[src/hw/rtl/gbpf_pkg.sv]
// types, constants, microcode table and color packing for the grid block pixel fill unit
// no dependencies
package gbpf_pkg;

    localparam int unsigned GRID_COLUMNS = 512;
    localparam int unsigned GRID_ROWS    = 256;
    localparam int unsigned COL_SHIFT    = $clog2(GRID_COLUMNS);
    localparam int unsigned ROW_SHIFT    = $clog2(GRID_ROWS);

    localparam int unsigned MAX_WRITES = 64;
    localparam int unsigned CNT_W      = $clog2(MAX_WRITES);

    localparam int unsigned ADDR_W  = 64;
    localparam int unsigned DATA_W  = 32;
    localparam int unsigned W_W     = 13;
    localparam int unsigned H_W     = 12;
    localparam int unsigned PITCH_W = 15;
    localparam int unsigned PB_W    = 3;
    localparam int unsigned FMT_W   = 9;
    localparam int unsigned PROD_W  = W_W + PITCH_W;
    localparam int unsigned CFG_IDX_W = 4;

    localparam logic [9:0] BLOCK_COL_LIMIT = 10'd511;
    localparam logic [8:0] BLOCK_ROW_LIMIT = 9'd255;
    localparam logic [PB_W-1:0] PB_MAX     = 3'd4;

    localparam logic [ADDR_W-1:0]  RST_FRAME_BASE    = 64'd0;
    localparam logic [W_W-1:0]     RST_SCREEN_WIDTH  = 13'd640;
    localparam logic [H_W-1:0]     RST_SCREEN_HEIGHT = 12'd480;
    localparam logic [PITCH_W-1:0] RST_ROW_PITCH     = 15'd2560;
    localparam logic [PB_W-1:0]    RST_PIXEL_BYTES   = 3'd4;
    localparam logic [FMT_W-1:0]   RST_RED_FORMAT    = 9'd264;
    localparam logic [FMT_W-1:0]   RST_GREEN_FORMAT  = 9'd136;
    localparam logic [FMT_W-1:0]   RST_BLUE_FORMAT   = 9'd8;

    typedef enum logic [CFG_IDX_W-1:0] {
        CFG_FRAME_BASE    = 4'd0,
        CFG_SCREEN_WIDTH  = 4'd1,
        CFG_SCREEN_HEIGHT = 4'd2,
        CFG_ROW_PITCH     = 4'd3,
        CFG_PIXEL_BYTES   = 4'd4,
        CFG_RED_FORMAT    = 4'd5,
        CFG_GREEN_FORMAT  = 4'd6,
        CFG_BLUE_FORMAT   = 4'd7
    } t_cfg_reg;

    typedef struct packed {
        logic [9:0] block_col;
        logic [8:0] block_row;
        logic [7:0] red;
        logic [7:0] green;
        logic [7:0] blue;
    } t_cmd;

    typedef struct packed {
        logic [ADDR_W-1:0] write_address;
        logic [DATA_W-1:0] write_data;
        logic [PB_W-1:0]   write_bytes;
        logic              last;
    } t_result;

    typedef enum logic [3:0] {
        STEP_IDLE    = 4'd0,
        STEP_MUL_X0  = 4'd1,
        STEP_MUL_X1  = 4'd2,
        STEP_MUL_Y0  = 4'd3,
        STEP_MUL_Y1  = 4'd4,
        STEP_MUL_ROW = 4'd5,
        STEP_MUL_COL = 4'd6,
        STEP_START   = 4'd7,
        STEP_EMIT    = 4'd8
    } t_step;

    typedef enum logic [2:0] {
        MUL_NONE,
        MUL_X0,
        MUL_X1,
        MUL_Y0,
        MUL_Y1,
        MUL_ROW,
        MUL_COL
    } t_mul_sel;

    // next: step+1; jump: target; start: start ? step+1 : target
    // reject/empty: flag ? target : step+1; last: flag ? target : stay
    typedef enum logic [2:0] {
        COND_NEXT,
        COND_JUMP,
        COND_START,
        COND_REJECT,
        COND_EMPTY,
        COND_LAST
    } t_cond;

    typedef struct packed {
        t_mul_sel mul_sel;
        logic     load_color;
        logic     wr_x0;
        logic     wr_xe;
        logic     wr_y0;
        logic     wr_ye;
        logic     wr_base;
        logic     wr_start;
        logic     emit;
        t_cond    cond;
        t_step    target;
    } t_uop;

    typedef struct packed {
        logic start;
        logic reject;
        logic empty;
        logic last;
    } t_seq_stat;

    function automatic t_uop ucode(input t_step step);
        t_uop u;
        u = '{mul_sel: MUL_NONE, load_color: 1'b0, wr_x0: 1'b0, wr_xe: 1'b0,
              wr_y0: 1'b0, wr_ye: 1'b0, wr_base: 1'b0, wr_start: 1'b0,
              emit: 1'b0, cond: COND_NEXT, target: STEP_IDLE};
        case (step)
            STEP_IDLE: begin
                u.cond = COND_START;
            end
            STEP_MUL_X0: begin
                u.mul_sel    = MUL_X0;
                u.load_color = 1'b1;
                u.cond       = COND_REJECT;
            end
            STEP_MUL_X1: begin
                u.mul_sel = MUL_X1;
                u.wr_x0   = 1'b1;
            end
            STEP_MUL_Y0: begin
                u.mul_sel = MUL_Y0;
                u.wr_xe   = 1'b1;
            end
            STEP_MUL_Y1: begin
                u.mul_sel = MUL_Y1;
                u.wr_y0   = 1'b1;
            end
            STEP_MUL_ROW: begin
                u.mul_sel = MUL_ROW;
                u.wr_ye   = 1'b1;
            end
            STEP_MUL_COL: begin
                u.mul_sel = MUL_COL;
                u.wr_base = 1'b1;
                u.cond    = COND_EMPTY;
            end
            STEP_START: begin
                u.wr_start = 1'b1;
            end
            STEP_EMIT: begin
                u.emit = 1'b1;
                u.cond = COND_LAST;
            end
            default: begin
                u.cond = COND_JUMP;
            end
        endcase
        return u;
    endfunction

    // cut a channel to its mask size and move it into place
    function automatic logic [DATA_W-1:0] place_channel(input logic [7:0] level,
                                                        input logic [FMT_W-1:0] fmt);
        logic [3:0]        size;
        logic [DATA_W-1:0] v;
        size = (fmt[3:0] > 4'd8) ? 4'd8 : fmt[3:0];
        v    = DATA_W'(level >> (4'd8 - size));
        return v << fmt[8:4];
    endfunction

endpackage

[src/hw/rtl/gbpf_seq.sv]
// microcode sequencer: step counter, control word table and branch logic
// depends on gbpf_pkg
module gbpf_seq (
    input  logic                i_clk,
    input  logic                i_rst_n,
    input  gbpf_pkg::t_seq_stat i_stat,
    output gbpf_pkg::t_uop      o_uop,
    output logic                o_busy
);
    import gbpf_pkg::*;

    t_step r_step;
    t_step n_step;
    t_step step_inc;
    t_uop  uop;

    always_ff @(posedge i_clk) begin
        if (!i_rst_n) begin
            r_step <= STEP_IDLE;
        end else begin
            r_step <= n_step;
        end
    end

    always_comb begin
        uop      = ucode(r_step);
        step_inc = t_step'(4'(r_step) + 4'd1);
        case (uop.cond)
            COND_NEXT:   n_step = step_inc;
            COND_JUMP:   n_step = uop.target;
            COND_START:  n_step = i_stat.start  ? step_inc   : uop.target;
            COND_REJECT: n_step = i_stat.reject ? uop.target : step_inc;
            COND_EMPTY:  n_step = i_stat.empty  ? uop.target : step_inc;
            COND_LAST:   n_step = i_stat.last   ? uop.target : r_step;
            default:     n_step = STEP_IDLE;
        endcase
    end

    assign o_uop  = uop;
    assign o_busy = (r_step != STEP_IDLE);

endmodule

[src/hw/rtl/grid_block_pixel_fill_unit.sv]
// top level of the grid block pixel fill unit: config registers, datapath, sequencer
// depends on gbpf_pkg and gbpf_seq
//
// Usage:
//   Command channel: an item (block column, block row, color) is taken at a clock
//   edge with start high and busy low. busy stays high until its last write.
//   Config channel: i_cfg_valid/o_cfg_ready with a register index and 64-bit data;
//   ready is always high, writes land at once and belong in idle periods.
//   Results: one framebuffer write per cycle on o_result while o_strobe is high,
//   row by row, left to right; last marks the final write of the item.
//   Sequence: after the accepting edge the sequencer steps through MUL_X0, MUL_X1,
//   MUL_Y0, MUL_Y1, MUL_ROW, MUL_COL and START, then gives one write per cycle.
//   A block past the grid limits, or with zero pixel bytes, frees the unit from
//   step MUL_X0; an empty block from step MUL_COL. The six setup steps share one
//   13x15 multiplier, which sets the fixed setup cost.
//   Reset: synchronous, active low; config returns to 640x480, pitch 2560,
//   4 bytes per pixel, 8:8:8 color at shifts 16/8/0, base 0.
//   The receiver cannot stall: every strobed write must be taken in its cycle.
module grid_block_pixel_fill_unit (
    input  logic                                 i_clk,
    input  logic                                 i_rst_n,
    input  logic                                 start,
    output logic                                 busy,
    input  gbpf_pkg::t_cmd                       i_cmd,
    output logic                                 o_strobe,
    output gbpf_pkg::t_result                    o_result,
    input  logic                                 i_cfg_valid,
    output logic                                 o_cfg_ready,
    input  logic [gbpf_pkg::CFG_IDX_W-1:0]       i_cfg_index,
    input  logic [gbpf_pkg::ADDR_W-1:0]          i_cfg_data
);
    import gbpf_pkg::*;

    // configuration
    logic [ADDR_W-1:0]  r_frame_base;
    logic [W_W-1:0]     r_screen_width;
    logic [H_W-1:0]     r_screen_height;
    logic [PITCH_W-1:0] r_row_pitch;
    logic [PB_W-1:0]    r_pixel_bytes;
    logic [FMT_W-1:0]   r_red_format;
    logic [FMT_W-1:0]   r_green_format;
    logic [FMT_W-1:0]   r_blue_format;

    // datapath
    t_cmd               r_cmd;
    logic [DATA_W-1:0]  r_color,    n_color;
    logic [PROD_W-1:0]  r_prod,     n_prod;
    logic [W_W-1:0]     r_x0,       n_x0;
    logic [W_W-1:0]     r_xe,       n_xe;
    logic [H_W-1:0]     r_y0,       n_y0;
    logic [H_W-1:0]     r_ye,       n_ye;
    logic [W_W-1:0]     r_x,        n_x;
    logic [H_W-1:0]     r_y,        n_y;
    logic [CNT_W-1:0]   r_n,        n_n;
    logic [ADDR_W-1:0]  r_row_addr, n_row_addr;
    logic [ADDR_W-1:0]  r_addr,     n_addr;

    logic [W_W-1:0]     mul_a;
    logic [PITCH_W-1:0] mul_b;
    logic [PROD_W-1:0]  mul_p;
    logic [PROD_W-1:0]  x_quot;
    logic [PROD_W-1:0]  y_quot;
    logic [PB_W-1:0]    pb_sat;
    logic               row_end;
    logic               accept;

    t_uop               uop;
    t_seq_stat          stat;

    assign accept      = start && !busy;
    assign o_cfg_ready = 1'b1;
    assign pb_sat      = (r_pixel_bytes > PB_MAX) ? PB_MAX : r_pixel_bytes;

    always_ff @(posedge i_clk) begin
        if (!i_rst_n) begin
            r_frame_base    <= RST_FRAME_BASE;
            r_screen_width  <= RST_SCREEN_WIDTH;
            r_screen_height <= RST_SCREEN_HEIGHT;
            r_row_pitch     <= RST_ROW_PITCH;
            r_pixel_bytes   <= RST_PIXEL_BYTES;
            r_red_format    <= RST_RED_FORMAT;
            r_green_format  <= RST_GREEN_FORMAT;
            r_blue_format   <= RST_BLUE_FORMAT;
        end else if (i_cfg_valid) begin
            case (i_cfg_index)
                CFG_FRAME_BASE:    r_frame_base    <= i_cfg_data;
                CFG_SCREEN_WIDTH:  r_screen_width  <= i_cfg_data[W_W-1:0];
                CFG_SCREEN_HEIGHT: r_screen_height <= i_cfg_data[H_W-1:0];
                CFG_ROW_PITCH:     r_row_pitch     <= i_cfg_data[PITCH_W-1:0];
                CFG_PIXEL_BYTES:   r_pixel_bytes   <= i_cfg_data[PB_W-1:0];
                CFG_RED_FORMAT:    r_red_format    <= i_cfg_data[FMT_W-1:0];
                CFG_GREEN_FORMAT:  r_green_format  <= i_cfg_data[FMT_W-1:0];
                CFG_BLUE_FORMAT:   r_blue_format   <= i_cfg_data[FMT_W-1:0];
                default: ;
            endcase
        end
    end

    // shared multiplier operand select
    always_comb begin
        mul_a = '0;
        mul_b = '0;
        case (uop.mul_sel)
            MUL_X0: begin
                mul_a = r_screen_width;
                mul_b = PITCH_W'(r_cmd.block_col);
            end
            MUL_X1: begin
                mul_a = r_screen_width;
                mul_b = PITCH_W'({1'b0, r_cmd.block_col} + 11'd1);
            end
            MUL_Y0: begin
                mul_a = W_W'(r_screen_height);
                mul_b = PITCH_W'(r_cmd.block_row);
            end
            MUL_Y1: begin
                mul_a = W_W'(r_screen_height);
                mul_b = PITCH_W'({1'b0, r_cmd.block_row} + 10'd1);
            end
            MUL_ROW: begin
                mul_a = W_W'(r_y0);
                mul_b = r_row_pitch;
            end
            MUL_COL: begin
                mul_a = r_x0;
                mul_b = PITCH_W'(pb_sat);
            end
            default: ;
        endcase
    end

    assign mul_p  = mul_a * mul_b;
    assign x_quot = r_prod >> COL_SHIFT;
    assign y_quot = r_prod >> ROW_SHIFT;

    assign row_end = ({1'b0, r_x} + 14'd1) == {1'b0, r_xe};

    assign stat.start  = start;
    assign stat.reject = (r_cmd.block_col > BLOCK_COL_LIMIT)
                      || (r_cmd.block_row > BLOCK_ROW_LIMIT)
                      || (r_pixel_bytes == '0);
    assign stat.empty  = (r_x0 >= r_xe) || (r_y0 >= r_ye);
    assign stat.last   = (&r_n) || (row_end && (({1'b0, r_y} + 13'd1) == {1'b0, r_ye}));

    always_comb begin
        n_color    = r_color;
        n_prod     = r_prod;
        n_x0       = r_x0;
        n_xe       = r_xe;
        n_y0       = r_y0;
        n_ye       = r_ye;
        n_x        = r_x;
        n_y        = r_y;
        n_n        = r_n;
        n_row_addr = r_row_addr;
        n_addr     = r_addr;

        if (uop.mul_sel != MUL_NONE) begin
            n_prod = mul_p;
        end
        if (uop.load_color) begin
            n_color = place_channel(r_cmd.red,   r_red_format)
                    | place_channel(r_cmd.green, r_green_format)
                    | place_channel(r_cmd.blue,  r_blue_format);
        end
        if (uop.wr_x0) begin
            n_x0 = W_W'(x_quot);
        end
        if (uop.wr_xe) begin
            // clip the span end to the visible width
            n_xe = (x_quot > PROD_W'(r_screen_width)) ? r_screen_width : W_W'(x_quot);
        end
        if (uop.wr_y0) begin
            n_y0 = H_W'(y_quot);
        end
        if (uop.wr_ye) begin
            n_ye = (y_quot > PROD_W'(r_screen_height)) ? r_screen_height : H_W'(y_quot);
        end
        if (uop.wr_base) begin
            n_row_addr = r_frame_base + ADDR_W'(r_prod);
        end
        if (uop.wr_start) begin
            n_row_addr = r_row_addr + ADDR_W'(r_prod);
            n_addr     = r_row_addr + ADDR_W'(r_prod);
            n_x        = r_x0;
            n_y        = r_y0;
            n_n        = '0;
        end
        if (uop.emit && !stat.last) begin
            n_n = r_n + CNT_W'(1);
            if (row_end) begin
                n_x        = r_x0;
                n_y        = r_y + H_W'(1);
                n_row_addr = r_row_addr + ADDR_W'(r_row_pitch);
                n_addr     = r_row_addr + ADDR_W'(r_row_pitch);
            end else begin
                n_x    = r_x + W_W'(1);
                n_addr = r_addr + ADDR_W'(pb_sat);
            end
        end
    end

    always_ff @(posedge i_clk) begin
        if (accept) begin
            r_cmd <= i_cmd;
        end
        r_color    <= n_color;
        r_prod     <= n_prod;
        r_x0       <= n_x0;
        r_xe       <= n_xe;
        r_y0       <= n_y0;
        r_ye       <= n_ye;
        r_x        <= n_x;
        r_y        <= n_y;
        r_n        <= n_n;
        r_row_addr <= n_row_addr;
        r_addr     <= n_addr;
    end

    gbpf_seq u_seq (
        .i_clk   (i_clk),
        .i_rst_n (i_rst_n),
        .i_stat  (stat),
        .o_uop   (uop),
        .o_busy  (busy)
    );

    assign o_strobe               = uop.emit;
    assign o_result.write_address = r_addr;
    assign o_result.write_data    = r_color;
    assign o_result.write_bytes   = pb_sat;
    assign o_result.last          = stat.last;

endmodule

[config.mk]
export PLATFORM = sky130hd
export DESIGN_NAME = grid_block_pixel_fill_unit
export DESIGN_NICKNAME = d
export VERILOG_FILES = /design/src/hw/rtl/gbpf_pkg.sv /design/src/hw/rtl/gbpf_seq.sv /design/src/hw/rtl/grid_block_pixel_fill_unit.sv
export SDC_FILE = /design/constraint.sdc
export NUM_CORES = 2
export LEC_CHECK = 0
export CAP_MARGIN = 20
export CORE_MARGIN = 10
export CORE_UTILIZATION = 56
export DETAILED_ROUTE_END_ITERATION = 7
export DONT_BUFFER_PORTS = 1
export PLACE_DENSITY = 0.74
export SLEW_MARGIN = 20
export SYNTH_ARGS = -nofsm -noshare
export SYNTH_HDL_FRONTEND = slang
export SYNTH_SLANG_ARGS = --single-unit
export TNS_END_PERCENT = 30
[constraint.sdc]
create_clock -name i_clk -period 7.9 [get_ports i_clk]
set_input_delay 0.395 -clock i_clk [delete_from_list [all_inputs] [get_ports i_clk]]
set_output_delay 0.395 -clock i_clk [all_outputs]
set_load 0.005 [all_outputs]
# ---- Word level (Yosys, flattened, before mapping)
# Index checks and enable logic that the tools add are counted.
dict set report word_totals {
  register_bits 450
  input_bits 115
  output_inout_bits 103
}
dict set report op_classes {
  n_addsub 15
  mul 1
  n_lt_le_gt_ge 10
  eq_ne 28
  shift 6
  muxes 38
  bitwise 2
  reduce_logical 28
}
# op n
set ops {}
lappend ops {{$mux W64} 7}
lappend ops {{$add A64 B28 Y64} 2}
lappend ops {{$shl A32 B5 Y32} 3}
lappend ops {{$shr A8 B4 Y32} 3}
lappend ops {{$pmux W15 S6} 1}
lappend ops {{$add A64 B15 Y64} 1}
lappend ops {{$add A64 B3 Y64} 1}
lappend ops {{$or A32 B32 Y32} 2}
lappend ops {{$mux W13} 4}
lappend ops {{$pmux W13 S4} 1}
lappend ops {{$mux W12} 4}
lappend ops {{$eq A4 B3 Y1 const B} 8}
lappend ops {{$mul A13 B15 Y28} 1}
lappend ops {{$mux W4} 7}
lappend ops {{$gt A20 B12 Y1} 1}
lappend ops {{$pmux W4 S5} 1}
lappend ops {{$gt A19 B13 Y1} 1}
lappend ops {{$pmux W3 S6} 1}
lappend ops {{$eq A4 B2 Y1 const B} 4}
lappend ops {{$reduce_and A2 Y1} 8}
lappend ops {{$eq A3 B3 Y1 const B} 5}
lappend ops {{$pmux W3 S5} 1}
lappend ops {{$add A13 B1 Y14 const B} 1}
lappend ops {{$eq A14 B13 Y1} 1}
lappend ops {{34 further kinds} 59}

# ---- Logic depth before layout (Yosys ltp)
dict set report logic_depth {
  ltp_word 7
  depth_mapped 31
}

# ---- By module
# Synthesis repeated with hierarchy kept, for this count alone.
dict set report unflattened {
  hier_cells 4531
  area_unflattened_um2 38257.9
}
# module instances cells_each area_per_inst_um2 seq_area_each_um2
set modules_own_cells {}
lappend modules_own_cells {grid_block_pixel_fill_unit 1 4471 37806.3 11290.8}
lappend modules_own_cells {gbpf_seq 1 60 451.7 80.1}

# ---- Worst setup path before layout
# Ideal clock, no wire load.
dict set report synth_path {
  kind {flip-flop to flip-flop}
  from {register u_seq.r_step[0]}
  to {register r_prod[26], data pin}
  setup_ns 0.258
  arrival_ns 7.272
  required_ns 7.642
  setup_slack_ns 0.370
  path_stages_with_launch 31
  synth_period_minus_slack_ns 7.530
  cell_sequence {dfxtp_1 -> inv_1 -> ha_1 -> nand2_1 -> inv_1 -> nand2_1 -> clkbuf_1 -> nand2_1 -> clkbuf_1 -> a21boi_0 -> clkbuf_1 -> nor2_1 -> fa_1 -> inv_1 -> fa_1 -> inv_1 -> fa_1 -> fa_1 -> inv_1 -> fa_1 -> inv_1 -> ha_1 -> o21a_1 -> o21a_1 -> a21o_1 -> a31o_2 -> a31o_2 -> a2111oi_0 -> o41ai_1 -> a31oi_1 -> xnor2_1}
}
dict set report synth_between {
  elab_chain_len 6
  elab_cells_between_ends 18
  classes_between {1 x mul; 12 x eq/ne; 3 x mux; 2 x reduce/logical}
}
# item line_no
set synth_rtl {}
lappend synth_rtl {{from (decl)} gbpf_seq.sv:12} ;# t_step r_step;
lappend synth_rtl {{from (signal assigned)} gbpf_seq.sv:21} ;# r_step <= n_step;
lappend synth_rtl {{$eq A4 B3 Y1 (tied with other cells)} gbpf_pkg.sv:121} ;# case (step)
lappend synth_rtl {{$pmux W3 S6 *} gbpf_pkg.sv:121}
lappend synth_rtl {{$eq A3 B3 Y1 (tied with other cells)} grid_block_pixel_fill_unit.sv:103} ;# case (uop.mul_sel)
lappend synth_rtl {{$reduce_or A2 Y1 (no source line)} --}
lappend synth_rtl {{$pmux W13 S4} grid_block_pixel_fill_unit.sv:103}
lappend synth_rtl {{$mul A13 B15 Y28 *} grid_block_pixel_fill_unit.sv:132} ;# assign mul_p = mul_a * mul_b;
lappend synth_rtl {{via mul_p[26]} grid_block_pixel_fill_unit.sv:60} ;# logic [PROD_W-1:0] mul_p;
lappend synth_rtl {{to (signal assigned)} grid_block_pixel_fill_unit.sv:208} ;# r_prod <= n_prod;
lappend synth_rtl {{to (decl)} grid_block_pixel_fill_unit.sv:47} ;# logic [PROD_W-1:0] r_prod, n_prod;
# Mark *: on every way through the listed nets, which the timed path passes. The rest lies on a longest branch.
# A chain may end at the register's enable or synchronous reset.

# ---- Worst setup path after layout
# Ends and elaborated chain as after synthesis.

==> flow_summary.toml <==
[routing]
wl_met1_um = 54700
drcViolationCount = 0
dr_wl_met2_um = 57420
firstDrtPassIters = 6
routedWlPerCell_um = 24.78
ant_nets = 0
via_count = 35210
drt_iter0_drc = 4273
viasPerCell = 6.481
wl_um = 134600
met3_length_um = 15480
top_layer = "met5"

[global_route]
grt-ovfl-total = 0
grt_pass1_wl_um = 203600
grt_pass1_vias = 33170
grt.total_usage_pct = 33.14
antenna_found_initial = 10
grt_max_degree = 77

[critical_path]
critical_path.startpoint_type = "flip-flop"
crit_fanout = 10
endpoint_kind = "flip-flop"
timing.rr.start = "u_seq.r_step[0]"
crit_end = "r_prod[26]"
reg2reg_to = "r_prod[26]"
path_delay_family = "adder cells"
critical-path-max-stage-delay_ns = 0.56
crit_cells = 24
crit_path_frequent_cell = "fa_1"
r2r_cells = 24
worstSetupStartpoint = "u_seq.r_step[0]"
worst_path_max_delay_cell = "fa_1"
arrival_ns = 7.99
worstPathRequired_ns = 8.25
worst-path-buf-inv = 3
cp_cell_sequence = "ha_1 > or3_1 > or2_1 > buf_4 > or3_1 > and4_2 > nor2_1 > fa_1 > fa_1 > fa_1 > fa_1 > inv_1 > fa_1 > inv_1 > ha_1 > and4_1 > o21a_1 > a21o_1 > a31o_2 > a31o_2 > a2111oi_1 > o41ai_1 > a31oi_1 > xnor2_1"
reg2reg_slack_ns = 0.26
crit_type = "reg -> reg"

[floorplan]
dieArea_um2 = 79250
die_h_um = 281.5
core_area_um2 = 67510
die-width_um = 281.5
ios = 218
initial_core_util_pct = 56.72
rows = 95

[synthesis]
async_flop_share_pct = 0
synth_flop_cell = "edfxtp_1"
syn_inst = 4509
postSynthAreaPerCell_um2 = 8.493
seq_area_frac_synth_pct = 29.69
ys.warnings.count = 0
synth_cell_types = 94
synth_area_um2 = 38300
ys_ff_latch = 450
synth_edf_count = 236

[power_and_ir_drop]
p_int_mw = 5.098
p_switching_mw = 2.965
clock_power_share_pct = 31.3
power_density_nw_per_um2 = 191.8
combPwrFrac_pct = 28.8
ir_drop_uv = 201.5
p_leak_nw = 16.52
switching_share_pct = 36.77
seqPwrFrac_pct = 39.9

[clock_network]
insertion_delay_ns = 0.65
root_buffer = "clkbuf_16"
clock_path_buffers = 3
clkSlewWorstSetupHoldPaths_ns = 0.06
cts_buffers = 52
cts_max_level = 2
cts_sinks = 450
cts_tree = "yes"

[timing]
fmax_mhz = 130.9
fin_hold_ws_ns = 0.08997
worstMarginPinSlew_ns = 1.130
drv_slew = 0
timing.final.crit_share_pct = 96.68
relSlewSlack_pct = 24.52
fin_crit_ns = 7.638
grt_setup_unrepaired = "no"
clock_skew_ns = 0.06012
finalHoldViolCount = 0
finalSetupTns_ns = 0
setup_violations = 0

[place]
dp_hpwl_um = 101600
port_buffers = 0
routabilityCongestion = 1.019
place_area_um2 = 39030

[final_layout]
fin_util_pct = 62.26
layout_common_cells = "nand2_1, nor2_1, inv_1, edfxtp_1, o21ai_0"
final_area_um2 = 42030
final_common_cell = "nand2_1"
areaGrowthSynthToFinish_pct = 9.752
drive_gt1_share_pct = 6.460
fin_nets = 4980

[flow_run]
drv_cap = 0

[outcome]
status = "completed"

[hold_path]
hp-class = "in -> reg"
[metal layers]
metal	vias to the layer above	global-route usage (%)
li1	16070	-
met1	16850	44.69
met4	12	15.66
met3	381	8.556
met2	1889	49.05
met5	-	0
[cells by family (layout without fill, tap and decap cells)]
family,count (synthesis),count (layout),synth area share [%]
XOR/XNOR,268,268,6.201
multiplexers,163,163,4.747
adder cells (fa/ha/maj),357,357,14.55
other,2,13,0.01961
flip-flops,450,450,29.69
buffers and inverters,569,608,5.763
AND/OR/NAND/NOR,1638,1638,20.30
AO/OA/AOI/OAI,1062,1062,18.73
[worst reg2reg max path: stages (launching register included)]
cell and delay (ns):
dfxtp_1 0.36, ha_1 0.23, or3_1 0.41, or2_1 0.31
buf_4 0.19, or3_1 0.36, and4_2 0.30, nor2_1 0.14
fa_1 0.46, fa_1 0.53, fa_1 0.54, fa_1 0.56
inv_1 0.06, fa_1 0.55, inv_1 0.05, ha_1 0.35
and4_1 0.24, o21a_1 0.12, a21o_1 0.18, a31o_2 0.25
a31o_2 0.27, a2111oi_1 0.42, o41ai_1 0.17, a31oi_1 0.22
xnor2_1 0.08
[final cells by class]
type	instances	area, µm²
diodes	8	20.02
clock buffers	64	1409
clock inverters	33	351.6
fillers	5835	25480
inverters	330	1239
multi-input cells	3493	24890
flip-flops and latches	450	11370
well taps	873	1092
repair buffers	181	1662
[cell usage after synthesis (all sizes together) (18+ instances only)]
cell type | n | area [µm²]
nand2 | 626 | 2352
nor2 | 339 | 1272
inv | 328 | 1231
edfxtp | 236 | 7087
o21ai | 221 | 1106
dfxtp | 214 | 4284
a21oi | 211 | 1064
ha | 210 | 2628
clkbuf | 191 | 716.9
xnor2 | 155 | 1358
fa | 147 | 2943
nand3 | 119 | 595.6
mux2i | 113 | 1131
xor2 | 111 | 972.2
a21boi | 95 | 713.2
nor3 | 88 | 445.4
nor2b | 76 | 475.5
and3 | 71 | 444.2
o211ai | 70 | 525.5
nand4 | 58 | 362.9
a21o | 55 | 412.9
nand2b | 54 | 337.8
buf | 48 | 251.5
o22ai | 47 | 306.5
a211oi | 42 | 315.3
and2 | 40 | 250.2
mux2 | 39 | 439.2
nor4 | 34 | 219.0
o21a | 30 | 225.2
a22oi | 25 | 187.7
a31oi | 25 | 156.4
o221ai | 25 | 219.0
or2 | 25 | 156.4
or3 | 25 | 156.4
and4 | 24 | 210.2
o21bai | 20 | 150.1
a2111oi | 18 | 176.4
[metrics by stage]
step / instances / total power [mW] / setup WS (ns)
after CTS: 5422 / 7.960 / 0.04307
after global routing: 5427 / 8.381 / 0.02570
after global placement: 5215 / 5.372 / 0.2954
after floorplan: 4512 / 4.586 / 0.3696
after detailed placement: 5215 / 5.396 / 0.1240
final: 5432 / 8.062 / 0.2622
[sequential cells by signal (all words and copies together) (netlist names), 12 cells and up]
signal / flops
r_addr: 64
r_frame_base: 64
r_row_addr: 64
r_cmd: 43
r_color: 32
r_prod: 28
r_row_pitch: 15
r_screen_width: 13
r_x0: 13
r_x: 13
r_xe: 13
r_screen_height: 12
r_y0: 12
r_y: 12
r_ye: 12
[worst min path at each step]
stage	startpoint	end	slack, ns	cells past startpoint
2_1_floorplan	r_frame_base[0]	r_frame_base[0]	0.45	2
5_1_grt	i_rst_n	r_screen_height[8]	0.1	2
4_1_cts	i_rst_n	r_screen_height[7]	0.07	2
3_5_place_dp	r_frame_base[12]	r_frame_base[12]	0.46	2
6_report	i_rst_n	r_red_format[8]	0.09	2
3_3_place_gp	r_frame_base[10]	r_frame_base[10]	0.46	2
[power by group through the flow]
stage / clock [mW] / combinational [mW] / sequential, mW
floorplan: 0 / 1.58 / 3.00
detailed placement: 0 / 2.16 / 3.24
CTS: 2.53 / 2.24 / 3.19
global placement: 0 / 2.13 / 3.24
finish: 2.53 / 2.32 / 3.22
global route: 2.62 / 2.54 / 3.22
[timing repair]
action,4_1_cts,5_1_grt
endpoints found under the setup margin,0,5
hold buffers,110,0
hold endpoints to repair,180,0
setup buffers,0,1
gates resized for setup,0,18
No activity file was read; power rests on OpenSTA's default activity.
